[src/hdl/fec_pkg.sv]
// Shared types and constants for the flit ejection checker.
// Flit and result payload structs, flit kinds, status codes, register indexes.
// No dependencies.
`default_nettype none

package fec_pkg;

    localparam int COORD_BITS     = 3;
    localparam int SRC_BITS       = 3 * COORD_BITS;
    localparam int PKT_CNT_BITS   = 16;
    localparam int FIDX_BITS      = 4;
    localparam int FPP_BITS       = 5;
    localparam int CFG_IDX_BITS   = 2;
    localparam int CFG_DATA_BITS  = 5;
    localparam int DEF_PORTS      = 8;
    localparam int DEF_MAX_FLITS  = 16;

    typedef enum logic [1:0] {
        KIND_HEAD   = 2'd0,
        KIND_BODY   = 2'd1,
        KIND_TAIL   = 2'd2,
        KIND_SINGLE = 2'd3
    } t_kind;

    typedef enum logic [3:0] {
        ST_OK           = 4'd0,
        ST_START_BUSY   = 4'd1,
        ST_CONT_IDLE    = 4'd2,
        ST_BAD_DEST     = 4'd3,
        ST_SRC_MISMATCH = 4'd4,
        ST_NOT_SENT     = 4'd5,
        ST_INCOMPLETE   = 4'd6,
        ST_BAD_INDEX    = 4'd7,
        ST_SINGLE_WARN  = 4'd8
    } t_status;

    localparam logic [CFG_IDX_BITS-1:0] CFG_NODE_X = 2'd0;
    localparam logic [CFG_IDX_BITS-1:0] CFG_NODE_Y = 2'd1;
    localparam logic [CFG_IDX_BITS-1:0] CFG_NODE_Z = 2'd2;
    localparam logic [CFG_IDX_BITS-1:0] CFG_FPP    = 2'd3;

    typedef struct packed {
        logic [2:0]            port;
        t_kind                 kind;
        logic [COORD_BITS-1:0] src_x;
        logic [COORD_BITS-1:0] src_y;
        logic [COORD_BITS-1:0] src_z;
        logic [COORD_BITS-1:0] dst_x;
        logic [COORD_BITS-1:0] dst_y;
        logic [COORD_BITS-1:0] dst_z;
        logic [FIDX_BITS-1:0]  flit_index;
        logic [9:0]            packet_number;
        logic                  was_sent;
        logic [31:0]           now;
    } t_flit_in;

    typedef struct packed {
        t_status               status;
        logic                  packet_done;
        logic [9:0]            done_packet;
        logic [COORD_BITS-1:0] done_src_x;
        logic [COORD_BITS-1:0] done_src_y;
        logic [COORD_BITS-1:0] done_src_z;
        logic [31:0]           recv_time;
        logic [PKT_CNT_BITS-1:0] port_packets;
    } t_result;

    typedef struct packed {
        logic [COORD_BITS-1:0] node_x;
        logic [COORD_BITS-1:0] node_y;
        logic [COORD_BITS-1:0] node_z;
        logic [FPP_BITS-1:0]   flits_per_packet;
    } t_cfg;

endpackage

`default_nettype wire

[src/hdl/fec_ram.sv]
// Generic single-write, single-read RAM with registered read data.
// Read data updates only on a read enable. No dependencies.
`default_nettype none

module fec_ram #(
    parameter int WIDTH = 8,
    parameter int DEPTH = 8
) (
    input  wire logic                                 i_clk,
    input  wire logic                                 i_we,
    input  wire logic [(DEPTH > 1 ? $clog2(DEPTH) : 1)-1:0] i_waddr,
    input  wire logic [WIDTH-1:0]                     i_wdata,
    input  wire logic                                 i_re,
    input  wire logic [(DEPTH > 1 ? $clog2(DEPTH) : 1)-1:0] i_raddr,
    output logic      [WIDTH-1:0]                     o_rdata
);

    logic [WIDTH-1:0] r_mem [DEPTH];

    always_ff @(posedge i_clk) begin
        if (i_we) begin
            r_mem[i_waddr] <= i_wdata;
        end
        if (i_re) begin
            o_rdata <= r_mem[i_raddr];
        end
    end

endmodule

`default_nettype wire

[src/hdl/fec_check.sv]
// Wormhole rule checks for one flit against its port's state; builds the
// result and the port's next state. Depends on fec_pkg.
`default_nettype none

module fec_check
    import fec_pkg::*;
#(
    parameter int MAX_FLITS = DEF_MAX_FLITS,
    parameter int IW        = $clog2(MAX_FLITS)
) (
    input  wire t_flit_in                  i_flit,
    input  wire t_cfg                      i_cfg,
    input  wire logic                      i_rcv,
    input  wire logic [IW-1:0]             i_exp,
    input  wire logic [SRC_BITS-1:0]       i_hsrc,
    input  wire logic [PKT_CNT_BITS-1:0]   i_pcnt,
    output t_result                        o_res,
    output logic                           o_rcv,
    output logic      [IW-1:0]             o_exp,
    output logic      [SRC_BITS-1:0]       o_hsrc,
    output logic      [PKT_CNT_BITS-1:0]   o_pcnt
);

    localparam int CW = (IW + 1 > FPP_BITS) ? IW + 1 : FPP_BITS;
    localparam int XW = (IW > FIDX_BITS) ? IW : FIDX_BITS;

    logic                start;
    logic                dst_ok;
    logic                src_ok;
    logic [SRC_BITS-1:0] src;
    logic [IW:0]         exp_inc;
    logic [IW-1:0]       exp_wrap;
    logic                size_ok;
    logic                idx_ok;
    t_status             status;
    logic                done;

    assign start   = (i_flit.kind == KIND_HEAD) || (i_flit.kind == KIND_SINGLE);
    assign dst_ok  = (i_flit.dst_x == i_cfg.node_x) && (i_flit.dst_y == i_cfg.node_y)
                  && (i_flit.dst_z == i_cfg.node_z);
    assign src     = {i_flit.src_z, i_flit.src_y, i_flit.src_x};
    assign src_ok  = (src == i_hsrc);
    assign exp_inc = {1'b0, i_exp} + (IW + 1)'(1);
    assign exp_wrap = (exp_inc == (IW + 1)'(MAX_FLITS)) ? '0 : exp_inc[IW-1:0];
    // tail compares the unwrapped count against the size as written
    assign size_ok = (CW'(exp_inc) == CW'(i_cfg.flits_per_packet));
    assign idx_ok  = (i_flit.kind == KIND_SINGLE) ? (i_flit.flit_index == '0)
                   : (XW'(i_flit.flit_index) == XW'(i_exp));

    always_comb begin
        status = ST_OK;
        if (start ? i_rcv : !i_rcv) begin
            status = start ? ST_START_BUSY : ST_CONT_IDLE;
        end else if (!dst_ok) begin
            status = ST_BAD_DEST;
        end else if (!start && !src_ok) begin
            status = ST_SRC_MISMATCH;
        end else if (!i_flit.was_sent) begin
            status = ST_NOT_SENT;
        end else if (i_flit.kind == KIND_TAIL && !size_ok) begin
            status = ST_INCOMPLETE;
        end else if (!idx_ok) begin
            status = ST_BAD_INDEX;
        end

        o_rcv  = i_rcv;
        o_exp  = i_exp;
        o_hsrc = i_hsrc;
        o_pcnt = i_pcnt;
        done   = 1'b0;
        if (status == ST_OK) begin
            unique case (i_flit.kind)
                KIND_HEAD: begin
                    o_exp  = exp_wrap;
                    o_rcv  = 1'b1;
                    o_hsrc = src;
                end
                KIND_BODY: begin
                    o_exp = exp_wrap;
                end
                KIND_TAIL: begin
                    o_exp  = '0;
                    o_rcv  = 1'b0;
                    o_pcnt = i_pcnt + PKT_CNT_BITS'(1);
                    done   = 1'b1;
                end
                default: begin
                    if (i_cfg.flits_per_packet != FPP_BITS'(1)) begin
                        status = ST_SINGLE_WARN;
                    end
                    o_pcnt = i_pcnt + PKT_CNT_BITS'(1);
                    done   = 1'b1;
                end
            endcase
        end

        o_res.status       = status;
        o_res.packet_done  = done;
        o_res.done_packet  = done ? i_flit.packet_number : '0;
        o_res.done_src_x   = done ? i_flit.src_x : '0;
        o_res.done_src_y   = done ? i_flit.src_y : '0;
        o_res.done_src_z   = done ? i_flit.src_z : '0;
        o_res.recv_time    = done ? i_flit.now : '0;
        o_res.port_packets = o_pcnt;
    end

endmodule

`default_nettype wire

[src/hdl/noc_flit_ejection_checker_unit.sv]
// Top level of the flit ejection checker: request pipeline, per-port state RAM
// with write forwarding, config registers, output register.
// Depends on fec_pkg, fec_ram, fec_check.
//
//  channel | direction | handshake               | payload
//  --------+-----------+-------------------------+-----------------------
//  in      | input     | i_in_valid / o_in_ready | i_in  (t_flit_in)
//  out     | output    | o_out_valid/i_out_ready | o_out (t_result)
//  cfg     | input     | i_cfg_we (no wait)      | i_cfg_idx, i_cfg_wdata
//
// One request per cycle sustained while the output is not stalled; a request
// is registered with its state RAM read, then checked, written back and output.
// A write to the state RAM is forwarded to the request right behind it on the
// same port, so back-to-back flits on one port need no bubble.
// Synchronous reset; per-port valid bits make unwritten entries read as zero.
// A stalled output holds one result and one request in the RAM read stage.
`default_nettype none

module noc_flit_ejection_checker_unit
    import fec_pkg::*;
#(
    parameter int PORTS     = DEF_PORTS,
    parameter int MAX_FLITS = DEF_MAX_FLITS
) (
    input  wire logic                     i_clk,
    input  wire logic                     i_rst_n,
    input  wire logic                     i_in_valid,
    output logic                          o_in_ready,
    input  wire t_flit_in                 i_in,
    output logic                          o_out_valid,
    input  wire logic                     i_out_ready,
    output t_result                       o_out,
    input  wire logic                     i_cfg_we,
    input  wire logic [CFG_IDX_BITS-1:0]  i_cfg_idx,
    input  wire logic [CFG_DATA_BITS-1:0] i_cfg_wdata
);

    localparam int AW = (PORTS > 1) ? $clog2(PORTS) : 1;
    localparam int IW = $clog2(MAX_FLITS);
    localparam int WW = PKT_CNT_BITS + SRC_BITS + IW + 1;
    localparam int PB = $bits(i_in.port);
    localparam logic [PB+4:0] PORTS_V = (PB + 5)'(PORTS);

    t_cfg                r_cfg;
    logic                r_s1_valid;
    t_flit_in            r_s1_flit;
    logic [AW-1:0]       r_s1_addr;
    logic                r_s1_ent_vld;
    logic [PORTS-1:0]    r_vld;
    logic                r_fwd_valid;
    logic [AW-1:0]       r_fwd_addr;
    logic [WW-1:0]       r_fwd_data;
    logic                r_out_valid;
    t_result             r_out;

    logic                w_in_fire;
    logic                w_s1_adv;
    logic [PB-1:0]       w_port_red;
    logic [AW-1:0]       w_addr;
    logic [WW-1:0]       w_rdata;
    logic [WW-1:0]       w_cur;
    logic [WW-1:0]       w_next;
    t_result             w_res;
    logic                w_nrcv;
    logic [IW-1:0]       w_nexp;
    logic [SRC_BITS-1:0] w_nhsrc;
    logic [PKT_CNT_BITS-1:0] w_npcnt;

    // port reduced modulo PORTS by repeated subtraction on a narrow value
    always_comb begin
        w_port_red = i_in.port;
        for (int k = 0; k < (1 << PB); k++) begin
            if ({5'b0, w_port_red} >= PORTS_V) begin
                w_port_red = PB'({5'b0, w_port_red} - PORTS_V);
            end
        end
    end
    assign w_addr = AW'(w_port_red);

    assign w_s1_adv   = r_s1_valid && (!r_out_valid || i_out_ready);
    assign o_in_ready = !r_s1_valid || w_s1_adv;
    assign w_in_fire  = i_in_valid && o_in_ready;

    fec_ram #(
        .WIDTH (WW),
        .DEPTH (PORTS)
    ) u_state_ram (
        .i_clk   (i_clk),
        .i_we    (w_s1_adv),
        .i_waddr (r_s1_addr),
        .i_wdata (w_next),
        .i_re    (w_in_fire),
        .i_raddr (w_addr),
        .o_rdata (w_rdata)
    );

    // newest write wins; never-written entries read as reset state
    assign w_cur = (r_fwd_valid && r_fwd_addr == r_s1_addr) ? r_fwd_data
                 : (r_s1_ent_vld ? w_rdata : '0);

    fec_check #(
        .MAX_FLITS (MAX_FLITS),
        .IW        (IW)
    ) u_check (
        .i_flit (r_s1_flit),
        .i_cfg  (r_cfg),
        .i_rcv  (w_cur[0]),
        .i_exp  (w_cur[IW:1]),
        .i_hsrc (w_cur[IW+SRC_BITS:IW+1]),
        .i_pcnt (w_cur[WW-1:IW+SRC_BITS+1]),
        .o_res  (w_res),
        .o_rcv  (w_nrcv),
        .o_exp  (w_nexp),
        .o_hsrc (w_nhsrc),
        .o_pcnt (w_npcnt)
    );

    assign w_next = {w_npcnt, w_nhsrc, w_nexp, w_nrcv};

    always_ff @(posedge i_clk) begin
        if (!i_rst_n) begin
            r_cfg.node_x           <= '0;
            r_cfg.node_y           <= '0;
            r_cfg.node_z           <= '0;
            r_cfg.flits_per_packet <= FPP_BITS'(1);
        end else if (i_cfg_we) begin
            unique case (i_cfg_idx)
                CFG_NODE_X: r_cfg.node_x <= i_cfg_wdata[COORD_BITS-1:0];
                CFG_NODE_Y: r_cfg.node_y <= i_cfg_wdata[COORD_BITS-1:0];
                CFG_NODE_Z: r_cfg.node_z <= i_cfg_wdata[COORD_BITS-1:0];
                CFG_FPP:    r_cfg.flits_per_packet <= i_cfg_wdata[FPP_BITS-1:0];
                default: ;
            endcase
        end
    end

    always_ff @(posedge i_clk) begin
        if (!i_rst_n) begin
            r_s1_valid  <= 1'b0;
            r_vld       <= '0;
            r_fwd_valid <= 1'b0;
            r_out_valid <= 1'b0;
        end else begin
            if (w_in_fire) begin
                r_s1_valid <= 1'b1;
            end else if (w_s1_adv) begin
                r_s1_valid <= 1'b0;
            end
            if (w_s1_adv) begin
                r_vld[r_s1_addr] <= 1'b1;
                r_fwd_valid      <= 1'b1;
                r_out_valid      <= 1'b1;
            end else if (i_out_ready) begin
                r_out_valid <= 1'b0;
            end
        end
    end

    always_ff @(posedge i_clk) begin
        if (w_in_fire) begin
            r_s1_flit    <= i_in;
            r_s1_addr    <= w_addr;
            r_s1_ent_vld <= r_vld[w_addr];
        end
        if (w_s1_adv) begin
            r_fwd_addr <= r_s1_addr;
            r_fwd_data <= w_next;
            r_out      <= w_res;
        end
    end

    assign o_out_valid = r_out_valid;
    assign o_out       = r_out;

endmodule

`default_nettype wire
[config.mk]
export PLATFORM = sky130hd
export DESIGN_NAME = noc_flit_ejection_checker_unit
export DESIGN_NICKNAME = d
export VERILOG_FILES = /design/src/hdl/fec_pkg.sv /design/src/hdl/fec_ram.sv /design/src/hdl/fec_check.sv /design/src/hdl/noc_flit_ejection_checker_unit.sv
export SDC_FILE = /design/constraint.sdc
export NUM_CORES = 1
export LEC_CHECK = 0
export ABC_AREA = 1
export BUFFER_PORTS_ARGS = -buffer_cell sky130_fd_sc_hd__buf_2
export CAP_MARGIN = 25
export CORE_UTILIZATION = 25
export CTS_BUF_LIST = sky130_fd_sc_hd__clkbuf_8
export CTS_CLUSTER_DIAMETER = 200
export DETAILED_ROUTE_END_ITERATION = 16
export GPL_ROUTABILITY_DRIVEN = 0
export HOLD_SLACK_MARGIN = 0.05
export PLACE_DENSITY = 0.42
export SYNTH_ARGS = -nofsm -noshare
export SYNTH_HDL_FRONTEND = slang
export SYNTH_SLANG_ARGS = --single-unit
[constraint.sdc]
create_clock -name i_clk -period 3.7 [get_ports i_clk]
set_input_delay 0.185 -clock i_clk [delete_from_list [all_inputs] [get_ports i_clk]]
set_output_delay 0.185 -clock i_clk [all_outputs]
set_load 0.01 [all_outputs]
== Word level (Yosys, flattened, before mapping) ==
Memories as Yosys holds them, arrays and structs flattened. A register that Yosys moved wholly into a read port is not among the register bits.
Index checks and enable logic that the tools add are counted.

* RAM bits: 240
* Output and inout bits: 74
* Register bits after elaboration: 201
* Input bits: 82
* Logic and storage cells: 117
* Memories: 1

* Add/sub/neg operators: 2
* Multiplexer cells: 35
* Order comparisons: 3
* Reduce and logical (&&, ||, !) cells: 29
* Eq/ne operators: 15
* Bitwise gates (word level): 1

{| class="wikitable"
|+ Memory list
! memory !! words !! width !! read ports !! clocked after Yosys merged registers in !! write ports !! RTL line !! source
|-
| u_state_ram.r_mem || 8 || 30 || 1 || 1 || 1 || fec_ram.sv:18 || <nowiki>logic [WIDTH-1:0] r_mem [DEPTH];</nowiki>
|}

{| class="wikitable"
|+ Operators by type and width
! operator !! count
|-
| 2-to-1 mux 30 bit || 2
|-
| 2-to-1 mux 4 bit || 10
|-
| 2-to-1 mux 16 bit || 2
|-
| 2-to-1 mux 9 bit || 2
|-
| adder 16 x 1 -> 16 bit (second input constant) || 1
|-
| 2-to-1 mux 1 bit || 13
|-
| equality test 3 bit || 4
|-
| equality test 9 bit || 1
|-
| equality test 2 bit (second input constant) || 4
|-
| logical AND 1 bit || 8
|-
| logical NOT 4 bit || 2
|-
| less-than comparator 3 x 4 -> 1 bit (second input constant) || 2
|-
| bitwise OR 8 bit || 1
|-
| one-hot mux 4 bit (2 select lines) || 1
|-
| AND reduction 2 bit || 4
|-
| logical NOT 1 bit || 6
|-
| adder 4 x 1 -> 5 bit (second input constant) || 1
|-
| equality test 5 bit || 1
|-
| equality test 5 bit (second input constant) || 1
|-
| != test 5 x 1 -> 1 bit (second input constant) || 1
|-
| equality test 2 x 1 -> 1 bit (second input constant) || 2
|-
| equality test 4 bit || 1
|-
| logical NOT 2 bit || 2
|-
| nonzero test 2 bit || 2
|-
| 9 further kinds || 11
|}

== Depth between registers and ports, before layout ==
Gate-level depths: netlist of the first run.

* Depth in word-level cells: 15
* Gate-level depth with buffers: 25
* Depth with buffers taken out: 24

== Hierarchy ==
Synthesis of the first run repeated with hierarchy kept, for this count alone.

* Cells, all modules: 2,080
* Area total of the unflattened synthesis: 21,023.9 µm²

{| class="wikitable"
|+ Modules (own cells, without submodules)
! module !! cells each !! times used !! sequential area each (µm²) !! area each (µm²)
|-
| fec_ram || 1,085 || 1 || 8,107.8 || 11,378.4
|-
| noc_flit_ejection_checker_unit || 500 || 1 || 5,785.5 || 7,109.3
|-
| fec_check || 495 || 1 || 0.0 || 2,536.2
|}

== Least setup slack after synthesis of the first run ==
OpenSTA, ideal clock, no wires.

* Kind: register -> register
* From: register r_out_valid, in the netlist o_out_valid
* To: memory u_state_ram.r_mem[0][0] (netlist bit) (enable)
* Arrival time: 2.778 ns
* Path buffers: 0
* Period minus slack after synthesis: 3.235 ns
* Required time: 3.243 ns
* Stages on the path, launching flop included: 6
* Setup time: 0.457 ns
* Path slack: 0.465 ns
* Path through: dfxtp_1 -> nand2_1 -> nand2_1 -> nor2_1 -> inv_1 -> nor3_1

* Longest elaborated chain between the ends: 5

{| class="wikitable"
|+ RTL lines
! element !! RTL line !! source
|-
| start, declared || noc_flit_ejection_checker_unit.sv:53 || <nowiki>logic r_out_valid;</nowiki>
|-
| start signal, assigned || noc_flit_ejection_checker_unit.sv:142 || <nowiki>r_out_valid <= 1'b0;</nowiki>
|-
| start signal, assigned || noc_flit_ejection_checker_unit.sv:152 || <nowiki>r_out_valid <= 1'b1;</nowiki>
|-
| start signal, assigned || noc_flit_ejection_checker_unit.sv:154 || <nowiki>r_out_valid <= 1'b0;</nowiki>
|-
| logical NOT 1 bit || noc_flit_ejection_checker_unit.sv:80 || <nowiki>assign w_s1_adv = r_s1_valid && (!r_out_valid || i_out_ready);</nowiki>
|-
| logical OR 1 bit || noc_flit_ejection_checker_unit.sv:80 ||
|-
| logical AND 1 bit || noc_flit_ejection_checker_unit.sv:80 ||
|-
| 2-to-1 mux 1 bit || fec_ram.sv:21 || <nowiki>if (i_we) begin</nowiki>
|-
| 2-to-1 mux 1 bit (not written as such) || fec_ram.sv:22 || <nowiki>r_mem[i_waddr] <= i_wdata;</nowiki>
|-
| end, declared || fec_ram.sv:18 ||
|}

No other way between the ends.

== Worst setup path after layout of the first run ==
* From: register r_s1_addr[1]
* To: memory u_state_ram.r_mem[3][18] (netlist bit), data pin

* Longest elaborated chain between the ends: 14
* Elaborated cells on any way between the ends: 24
* Classes of those cells: 2 x add/sub; 4 x eq/ne; 11 x mux; 7 x reduce/logical

{| class="wikitable"
|+ RTL lines
! element !! RTL line !! source
|-
| start, declared || noc_flit_ejection_checker_unit.sv:47 || <nowiki>logic [AW-1:0] r_s1_addr;</nowiki>
|-
| start signal, assigned || noc_flit_ejection_checker_unit.sv:162 || <nowiki>r_s1_addr <= w_addr;</nowiki>
|-
| equality test 3 bit (*) || noc_flit_ejection_checker_unit.sv:98 || <nowiki>assign w_cur = (r_fwd_valid && r_fwd_addr == r_s1_addr) ? r_fwd_data</nowiki>
|-
| logical AND 1 bit (*) || noc_flit_ejection_checker_unit.sv:98 ||
|-
| 2-to-1 mux 30 bit (*) || noc_flit_ejection_checker_unit.sv:98 ||
|-
| adder 4 x 1 -> 5 bit || fec_check.sv:43 || <nowiki>assign exp_inc = {1'b0, i_exp} + (IW + 1)'(1);</nowiki>
|-
| equality test 5 bit || fec_check.sv:46 || <nowiki>assign size_ok = (CW'(exp_inc) == CW'(i_cfg.flits_per_packet));</nowiki>
|-
| logical NOT 1 bit || fec_check.sv:60 || <nowiki>end else if (i_flit.kind == KIND_TAIL && !size_ok) begin</nowiki>
|-
| logical AND 1 bit || fec_check.sv:60 ||
|-
| 2-to-1 mux 4 bit || fec_check.sv:60 ||
|-
| 2-to-1 mux 4 bit || fec_check.sv:58 || <nowiki>end else if (!i_flit.was_sent) begin</nowiki>
|-
| 2-to-1 mux 4 bit || fec_check.sv:56 || <nowiki>end else if (!start && !src_ok) begin</nowiki>
|-
| 2-to-1 mux 4 bit || fec_check.sv:54 || <nowiki>end else if (!dst_ok) begin</nowiki>
|-
| 2-to-1 mux 4 bit || fec_check.sv:52 || <nowiki>if (start ? i_rcv : !i_rcv) begin</nowiki>
|-
| logical NOT 4 bit || fec_check.sv:71 || <nowiki>if (status == ST_OK) begin</nowiki>
|-
| 2-to-1 mux 16 bit (*) || fec_check.sv:71 ||
|-
| named net u_check.o_pcnt[4] || fec_check.sv:21 || <nowiki>output logic [PKT_CNT_BITS-1:0] o_pcnt</nowiki>
|}

Mark *: on every way through the listed nets, which the timed path passes. The rest lies on a longest branch.

==> impl_results.md, run 1 <==
- Reg2reg start: r_s1_addr[1]
- Initial Util: approximately 25%
- Crit. End Element: flop
- Critical Path AT: 3690 ps
- Startpoint Class: flop
- Seq/Total Area, Yosys: 70.4%
- Syn nets: 1735
- Hold Crit Endpoint: r_s1_flit[17]
- Clock skew: between 15 and 20 ps
- Worst skew pair latency: between 600 and 700 ps
- Drt first-iter violations: 685
- Vias per Instance: about 4.4
- WS Path Type: reg2reg
- Final Power: around 11 mW
- Reg2reg setup slack: ~360 ps
- Via total after detailed routing: 13.0k
- FF+latch count, synth: 455
- R2R Path End: u_state_ram.r_mem[3][18]
- WHS: 238 ps
- Ys async rst share: 0%
- Post-route ant nets: 0
- R2R depth: 22
- CTS Buffer Depth: 3
- Synth Warn #: 0
- Final setup vio count: 0
- Clock tree from TritonCTS: yes
- WP data required: approximately 4100 ps
- Number of synthesized flops with an enable pin: 430
- Total CTS buffers: 77
- Hold WC Path Type: in2reg
- Nets@finish: between 2k and 2.5k
- Status: finished clean
- Hold_sp: i_in[17]
- # rows: 100
- First-pass detailed-route iteration total: 5
- Die width: 278 um
- Unique cell type count in the Yosys netlist: 40
- CP max FO: 25
- Worst-margin pin slew: 936 ps
- Worst hold stages: 2
- Mapped Avg Cell Area: 11.6 um2
- Port Buffers: approximately 160
- DP Area: ~21000 um2
- Post-Syn Instances: 1646
- Commonest non-fill, non-tap cell in the layout: edfxtp_1
- Area grow syn2layout: 23.5%
- WL final: roughly 53000 um
- TNS Setup: 0 ps
- Die outline area: 77300 um2
- Clk slew on worst S/H paths: 60 ps
- Commonest non-fill, non-tap cells in the layout: 430 x edfxtp_1, 276 x nor2_1, 202 x nand2_1
- Period utilization: 90.3%
- Clock root cell: clkbuf_8
- Post-DP HPWL: roughly 32000 um
- Largest net degree at the start of global routing: 86
- Primary FF master, synth: edfxtp_1
- Layout cells sized above 1: about a fifth
- Gr ovfl total: 0
- Core area: 74900 um2
- Total track usage: 13.7%
- Leak: approximately 8.8 nW
- Min cycle time layout: 3340 ps
- Netlist Area Pre-Place: approximately 19000 um2
- Die height: 278 um
- Power density over cell area: 482 nW/um2
- First-pass GRT wire length: roughly 81000 um
- Max Clock Freq: between 200 and 300 MHz
- # DRC: 0
- Fin area: 23500 um2
- Routed wire per std cell: 18.0 um
- Vias in the first global route: around 13k
- Initial antenna violation count: 2
- Slew Limit Fails: 0
- Clock sink count: around 460
- Slew HR: roughly 38%
- Max cap viols: 0
- I/O Pins: around 160
- H-tree Lvls: 3
- VDD IR-drop max: 0.000197 V
- Final Hold Viols: 0
[metrics by stage]
step | util (%) | worst slack, ps | std cells
5_1_grt | 31.4 | -13.6 | 2951
6_report | 31.4 | 359 | 2951
2_1_floorplan | - | 465 | 1646
4_1_cts | 31.3 | 239 | 2949
3_5_place_dp | 28.1 | 262 | 2718
3_3_place_gp | 28.1 | 329 | 2718
[power breakdown]
part / leakage, nW / internal (mW) / total [mW] / switching (mW)
registers: 4.21 / 5.89 / 5.96 / 0.0721
logic: 3.80 / 0.336 / 1.02 / 0.679
clock network: 0.827 / 2.27 / 4.36 / 2.09
[critical path, cell delays in order (launching register included)]
cell,delay (ps)
edfxtp_1,430
nand2_1,110
nand2_1,80
nor2_4,130
buf_4,170
nand3_2,100
nand2_2,160
ha_1,280
xnor2_1,140
nand2_1,70
nor2_1,90
nand3_1,80
nor2_1,80
nand2_1,60
nand2_1,90
nand2_1,90
nand2_1,80
nand2_1,40
nand2_1,150
nand3_2,130
buf_12,190
nand2_1,70
nand2_1,170
[sequential cells by signal, indices dropped and copies added, names as in the netlist]
signal               count
o_out                   56
o_out_valid              1
r_cfg                   14
r_fwd_addr               3
r_fwd_data              30
r_fwd_valid              1
r_s1_addr                3
r_s1_ent_vld             1
r_s1_flit               67
r_s1_valid               1
r_vld                    8
u_state_ram.o_rdata     30
u_state_ram.r_mem      240
[kinds of logic (layout without fill, tap and decap cells)]
group,Yosys count,in the layout,synth area share (%)
AO/OA/AOI/OAI,242,242,6.90
XOR/XNOR,26,26,1.19
adder cells (fa/ha/maj),7,7,0.460
buffers and inverters,217,552,5.08
flip-flops,455,455,70.4
other,0,1,0
AND/OR/NAND/NOR,699,699,16.0
[worst max-delay path by stage]
stage                            start  depth (start not counted)                        to  slack (ps)
after floorplan            o_out_valid                          5   u_state_ram.r_mem[0][0]         460
after global placement    r_s1_addr[1]                         22   u_state_ram.r_mem[6][4]         330
after detailed placement  r_s1_addr[1]                         22  u_state_ram.r_mem[6][17]         260
after CTS                 r_s1_addr[1]                         22  u_state_ram.r_mem[2][17]         240
after global routing      r_s1_addr[1]                         22  u_state_ram.r_mem[1][25]         -10
final                     r_s1_addr[1]                         22  u_state_ram.r_mem[3][18]         360
[Yosys cell counts, types with 2 or more instances]
master | number | share of area (%)
a21oi_1 | 12 | 0.32
a31oi_1 | 31 | 1.0
buf_1 | 6 | 0.12
buf_2 | 14 | 0.37
buf_4 | 22 | 0.87
buf_6 | 7 | 0.41
clkbuf_1 | 50 | 0.98
dfxtp_1 | 25 | 2.6
edfxtp_1 | 430 | 68
ha_1 | 7 | 0.46
inv_1 | 113 | 2.2
inv_2 | 4 | 0.079
nand2_1 | 227 | 4.5
nand2_2 | 4 | 0.13
nand3_1 | 75 | 2.0
nand3_2 | 3 | 0.16
nand3b_1 | 7 | 0.28
nand4_1 | 36 | 1.2
nor2_1 | 282 | 5.6
nor2_2 | 50 | 1.6
nor3_1 | 6 | 0.16
nor4_1 | 2 | 0.066
o211ai_1 | 2 | 0.079
o21ai_0 | 156 | 4.1
o21ai_1 | 5 | 0.13
o21ai_2 | 2 | 0.092
o22ai_1 | 31 | 1.0
xnor2_1 | 14 | 0.64
xor2_1 | 12 | 0.55
[cell type report]
class | count | area (um2)
Fill cell | 7562 | 51400
Sequential cell | 455 | 13400
Multi-Input combinational cell | 974 | 4800
Timing Repair Buffer | 292 | 2180
Tap cell | 969 | 1210
Clock buffer | 82 | 1130
Inverter | 118 | 448
Clock inverter | 60 | 343
Antenna cell | 1 | 2.50
[routing by layer]
layer  GRT usage (%)  routed length, um  vias to the layer above
li1                -                  -                     6264
met1            18.2              24400                     6311
met2            22.0              24600                      336
met3            2.39               2650                       82
met4            5.74               1420                        2
met5               0                  8                        -
[timing repair]
item | CTS | global route
buffers inserted | 0 | 1
hold endpoints to repair | 84 | 0
hold buffers | 89 | 0
resized for setup | 0 | 27
setup endpoints to repair | 0 | 270
Power figures use the tool's default switching activity.
==> inputs of run 2 (changes only) <==
--- a/config.mk
+++ b/config.mk
@@ -7,14 +7,16 @@
 export LEC_CHECK = 0
 export ABC_AREA = 1
 export BUFFER_PORTS_ARGS = -buffer_cell sky130_fd_sc_hd__buf_2
-export CAP_MARGIN = 25
+export CAP_MARGIN = 15
+export CELL_PAD_IN_SITES_DETAIL_PLACEMENT = 1
+export CELL_PAD_IN_SITES_GLOBAL_PLACEMENT = 1
 export CORE_UTILIZATION = 25
 export CTS_BUF_LIST = sky130_fd_sc_hd__clkbuf_8
 export CTS_CLUSTER_DIAMETER = 200
 export DETAILED_ROUTE_END_ITERATION = 16
 export GPL_ROUTABILITY_DRIVEN = 0
 export HOLD_SLACK_MARGIN = 0.05
-export PLACE_DENSITY = 0.42
+export PLACE_DENSITY = 0.49
 export SYNTH_ARGS = -nofsm -noshare
 export SYNTH_HDL_FRONTEND = slang
 export SYNTH_SLANG_ARGS = --single-unit
==> run 2 against run 1 <==
Sequential cell count did not move. Count of clock-buffer cells in the layout rose by 3. Cell area fell by 0.18%. Sequential power barely moved. Die area did not move. Highest routed layer is now met4.
==> impl_results.md, run 2 (synthesized netlist as in run 1, its figures left out) <==
- Clk slew on worst S/H paths: 60 ps (about the same)
- Vias per Instance: 4.50 (+2.2%)
- Gr ovfl total: 0 (unchanged)
- Min cycle time layout: 3430 ps (+88.0 ps)
- Max cap viols: 0 (unchanged)
- Fin area: 23500 um2 (-0.18%)
- Core area: 74900 um2 (unchanged)
- Status: finished clean
- Internal power: 8.46 mW (-0.33%)
- I/O Pins: 156 (unchanged)
- Clock tree from TritonCTS: yes
- Vias in the first global route: 14.0k (+6.9%)
- RSZ-0062 raised after global routing: no
- TNS Setup: 0 ps (unchanged)
- Drt first-iter violations: 837 (+22%)
- Final Hold Viols: 0 (unchanged)
- Initial Util: 25.4% (unchanged)
- Worst skew pair latency: 650 ps (about the same)
- Total CTS buffers: 79 (+2.6%)
- Leak: 8.85 nW (+0.16%)
- CP max FO: 30 (+20%)
- DP Worst Slack: 117 ps (-144 ps)
- Hold_sp: i_in[7]
- H-tree Lvls: 3 (unchanged)
- Reg2reg start: r_s1_addr[2]
- Post-DP HPWL: 34000 um (+6.4%)
- Area grow syn2layout: 23.3%
- Initial antenna violation count: 0 (-2)
- Port Buffers: 155 (unchanged)
- Power share of the sequential group: 52.9% (+0.3 points)
- # DRC: 0 (unchanged)
- Die outline area: 77300 um2 (unchanged)
- Commonest non-fill, non-tap cell in the layout: edfxtp_1
- NetSw: 2.81 mW (-1.2%)
- CTS Buffer Depth: 3 (unchanged)
- Worst-margin pin slew: 976 ps (+39.1 ps)
- Total track usage: 14.7% (+1.0 points)
- Largest net degree at the start of global routing: 81 (-5.8%)
- Crit. End Element: flop
- Clock sink count: 455 (unchanged)
- Number of flip-flops in the largest register: 240 (unchanged)
- Nets@finish: 2014 (+0.35%)
- Commonest non-fill, non-tap cells in the layout: 430 x edfxtp_1, 276 x nor2_1, 210 x nand2_1
- Die height: 278 um (unchanged)
- Sw Share: 24.9% (-0.16 points)
- Slew HR: 35.0% (-2.6 points)
- Final setup vio count: 0 (unchanged)
- Clock root cell: clkbuf_8
- Final worst slack: 271 ps (-88.0 ps)
- Routed wire per std cell: 19.4 um (+7.6%)
- Startpoint Class: flop
- Clock network fraction of total power: 37.9% (-0.6 points)
- Die width: 278 um (unchanged)
- Hold WC Path Type: in2reg
- Largest Register: u_state_ram.r_mem
- Crit path launch: r_s1_addr[2]
- Critical Path AT: 3750 ps (+60 ps)
- VDD IR-drop max: 0.000259 V (+31%)
- Max Clock Freq: 292 MHz (-2.6%)
- Period utilization: 92.7% (+2.4 points)
- Layout cells sized above 1: 20.2% (-0.52 points)
- Gate power share: 9.2% (+0.2 points)
- # rows: 100 (unchanged)
- Clock skew: 29.2 ps (+10.8 ps)
- Via total after detailed routing: 13.3k (+2.1%)
- WP data required: 4020 ps (-30 ps)
- Slew Limit Fails: 0 (unchanged)
- Post-route ant nets: 0 (unchanged)
- DP Area: 21000 um2 (-0.36%)
- WL final: 57100 um (+7.5%)
- WS Path Type: reg2reg
- First-pass GRT wire length: 85900 um (+6.6%)
- First-pass detailed-route iteration total: 5 (unchanged)
- Power density over cell area: 480 nW/um2 (-0.36%)
[run 2: changes by cell type in the layout (fill, tap and decap cells not counted), moves of 2 or more]
| cell | delta |
|---|---|
| nand2_1 | +8 |
| nand2_2 | -8 |
| clkinvlp_4 | -4 |
| buf_4 | +3 |
| clkbuf_8 | +3 |
| clkinv_1 | -3 |
| dlygate4sd3_1 | +3 |
| buf_12 | -2 |
| clkinv_2 | -2 |
[run 2: power by group through the flow]
stage | registers, mW | logic [mW] | clock network, mW
after floorplan | 6.06 | 0.571 | 0
after global routing | 5.97 | 1.15 | 4.65
after CTS | 5.96 | 1.04 | 4.45
after global placement | 6.06 | 0.941 | 0
final | 5.96 | 1.04 | 4.27
after detailed placement | 6.07 | 0.959 | 0
[run 2: timing repair]
item,CTS,global route
gates resized for setup,0,21
buffers inserted,0,8
hold buffers,92,0
endpoints found under the setup margin,0,314
hold endpoints to repair,84,0
[run 2: layout make-up]
| class | count | area [um2] |
|---|---|---|
| multi-input combinational | 974 | 4780 |
| timing repair buffer | 297 | 2210 |
| inverter | 118 | 448 |
| clock buffer | 85 | 1170 |
| tap | 969 | 1210 |
| antenna | 1 | 2.50 |
| sequential | 455 | 13400 |
| fill | 8320 | 51500 |
| clock inverter | 49 | 258 |
[run 2: worst max-delay path, stage by stage, from the launching register on]
cell and delay, ps:
edfxtp_1 390, inv_1 80, nand2_1 60, nand2_1 80
nor2_4 170, buf_12 130, buf_4 320, nand3_1 150
nand2_1 140, nand2_1 70, nand2_1 60, nand2_1 40
nor2_1 150, nand3_1 100, nand2_1 100, nand2_1 90
inv_1 80, nand3_1 70, nand3_1 150, nand3_1 130
buf_8 230, nand2_1 90, nand2_1 190
[run 2: through the flow]
stage               instances  total power [mW]  util (%)  hold WS [ps]
global placement         2713              7.00      28.0           362
finish                   2948              11.3      31.3           251
global route             2947              11.8      31.3           190
detailed placement       2713              7.02      28.0           364
floorplan                1646              6.63         -           284
CTS                      2939              11.5      31.2           171
[run 2: worst paths after layout]
check             cells past startpoint  slack [ps]                        to
setup / recovery                     22         270  u_state_ram.r_mem[6][28]
hold / removal                        2         250              r_s1_flit[7]
setup reg to reg                     22         270  u_state_ram.r_mem[6][28]
hold reg to reg                       2         460                  r_vld[5]
[run 2: layer usage]
| layer | track usage, % | up-vias | share of wire [%] |
|---|---|---|---|
| met3 | 2.81 | 81 | 3.5 |
| met5 | 0 | - | 0 |
| li1 | - | 6272 | - |
| met4 | 3.92 | 0 | 2.0 |
| met2 | 24.5 | 240 | 48 |
| met1 | 19.5 | 6669 | 46 |
==> inputs of run 3 (changes only) <==
--- a/config.mk
+++ b/config.mk
@@ -10,6 +10,7 @@
 export CAP_MARGIN = 15
 export CELL_PAD_IN_SITES_DETAIL_PLACEMENT = 1
 export CELL_PAD_IN_SITES_GLOBAL_PLACEMENT = 1
+export CORE_MARGIN = 5
 export CORE_UTILIZATION = 25
 export CTS_BUF_LIST = sky130_fd_sc_hd__clkbuf_8
 export CTS_CLUSTER_DIAMETER = 200
==> run 3 against run 2 <==
Worst hold slack lost 23 ps. Die area grew 5.8%. Sequential power is essentially flat. Cell count grew 0.51%. Total power grew 2.6%. Sequential share of layout area shrank 0.43 points. Wire length grew 3.4%. Sequential cell count is the same. Critical endpoint is now u_state_ram.r_mem[5][12].
==> impl_results.md, run 3 (synthesized netlist as in run 1, its figures left out) <==
- Power density over cell area: 489 nW/um2 (+1.8%)
- Nets@finish: 2011 (-0.15%)
- Clk slew on worst S/H paths: 60 ps (about the same)
- CTS Buffer Depth: 3 (unchanged)
- Commonest non-fill, non-tap cells in the layout: 430 x edfxtp_1, 276 x nor2_1, 201 x nand2_1
- Die outline area: 81900 um2 (+5.8%)
- Wl on met1: 26800 um (+1.6%)
- H-tree Lvls: 3 (unchanged)
- Clock root cell: clkbuf_8
- N_diodes: 0 (-1)
- DP Worst Slack: 102 ps (-15.4 ps)
- Initial antenna violation count: 0 (unchanged)
- Final setup vio count: 0 (unchanged)
- Number of flip-flops in the largest register: 240 (unchanged)
- WS Path Type: reg2reg
- Routed wire per std cell: 19.9 um (+2.9%)
- Fillers: 8398 (+0.94%)
- Worst skew pair latency: 660 ps (about the same)
- R2R depth: 22 (unchanged)
- First-pass GRT wire length: 88200 um (+2.7%)
- Max cap viols: 0 (unchanged)
- Layout cells sized above 1: 21.0% (+0.73 points)
- Via total after detailed routing: 13.3k (+0.30%)
- Min cycle time layout: 3420 ps (-11.8 ps)
- I/O Pins: 156 (unchanged)
- Met3 WL post-DR: 2300 um (+14%)
- Fin area: 23700 um2 (+0.77%)
- Worst hold stages: 2 (unchanged)
- Die height: 286 um (+2.9%)
- Vias per Instance: 4.49 (-0.21%)
- Drt first-iter violations: 648 (-23%)
- # DRC: 0 (unchanged)
- Final Hold Viols: 0 (unchanged)
- Post-route ant nets: 0 (unchanged)
- Hold WC Path Type: in2reg
- Largest net degree at the start of global routing: 126 (+56%)
- WP data required: 4040 ps (+20 ps)
- Largest Register: u_state_ram.r_mem
- Gr ovfl total: 0 (unchanged)
- Max Clock Freq: 293 MHz (+0.35%)
- Total CTS buffers: 78 (-1.3%)
- Total track usage: 14.1% (-0.65 points)
- Top routing layer in use: met4
- Core area: 75800 um2 (+1.2%)
- Clock tree from TritonCTS: yes
- DP Area: 21100 um2 (+0.60%)
- # rows: 101 (+1.0%)
- Vias in the first global route: 14.2k (+1.6%)
- Worst-margin pin slew: 966 ps (-9.31 ps)
- Port Buffers: 155 (unchanged)
- WL final: 59100 um (+3.4%)
- Commonest non-fill, non-tap cell in the layout: edfxtp_1
- VDD IR-drop max: 0.000219 V (-15%)
- Die width: 286 um (+2.9%)
- Clock skew: 19.0 ps (-10.2 ps)
- WHS: 228 ps (-22.7 ps)
- Slew HR: 35.4% (+0.47 points)
- Final worst slack: 283 ps (+11.8 ps)
- Initial Util: 25.1% (-0.29 points)
- Slew Limit Fails: 0 (unchanged)
- Status: finished clean
- Critical Path AT: 3760 ps (about the same)
- Post-DP HPWL: 35000 um (+2.8%)
- Clock sink count: 455 (unchanged)
- Met2 routed WL: 28800 um (+4.7%)
- Crit. End Element: flop
- Period utilization: 92.4% (-0.32 points)
- Startpoint Class: flop
- First-pass detailed-route iteration total: 5 (unchanged)
- Area grow syn2layout: 24.2%
- Leak: 8.88 nW (+0.34%)
- CP max FO: 30 (unchanged)
==> run 3: report_power, final <==
group	total [mW]	internal, mW	switching [mW]	leakage, nW
clock network	4.54	2.43	2.11	0.830
logic	1.06	0.344	0.715	3.84
registers	5.96	5.89	0.0779	4.21
==> run 3: final cells by class <==
type                    count  area (um2)  share of cell area [%]
multi-input cells         974        4800                    20.3
inverters                 118         448                    1.89
well taps                 978        1220                    5.17
clock buffers              83        1140                    4.83
repair buffers            295        2250                    9.50
flip-flops and latches    455       13400                    56.7
clock inverters            60         393                    1.66
==> run 3: what timing repair did <==
action                                  CTS  global route
hold endpoints to repair                 84             0
setup buffers                             0             1
endpoints found under the setup margin    0           270
resized for setup                         0            28
hold buffers                             89             0
==> run 3: through the flow <==
stage               util, %  total power [mW]  setup TNS [ps]  cells
detailed placement     27.9              7.06               0   2729
CTS                    31.1              11.7               0   2961
floorplan                 -              6.63               0   1646
finish                 31.2              11.6               0   2963
global placement       27.9              7.03               0   2729
global route           31.2              12.1           -3.73   2963
==> run 3: critical path, cell delays in order, from the launching register on <==
cell and delay, ps:
edfxtp_1 430, nand2_1 100, nand2_1 80, nor2_4 160, nand2_4 130, nand2_1 120, nand2_2 100, ha_1 340
xnor2_1 150, nand2_1 70, nor2_1 120, nand3_1 90, nor2_1 100, nand2_1 60, nand2_1 100, nand2_1 90
nand2_1 90, nand2_1 60, nand2_2 100, nand3_1 130, buf_12 200, nand2_1 80, nand2_1 170
==> run 3: metal layers <==
metal / global-route usage (%) / vias to the layer above
li1: - / 6278
met1: 18.2 / 6676
met2: 24.4 / 264
met3: 2.76 / 84
met4: 3.47 / 0
met5: 0 / -
==> run 3: path summary, 6_finish.rpt <==
| check | from | to | slack, ps |
|---|---|---|---|
| worst max-delay path | r_s1_addr[0] | u_state_ram.r_mem[5][12] | 280 |
| worst min-delay path | i_in[67] | r_s1_addr[0] | 230 |
| worst max register to register | r_s1_addr[0] | u_state_ram.r_mem[5][12] | 280 |
| worst min register to register | r_cfg[7] | r_cfg[7] | 470 |
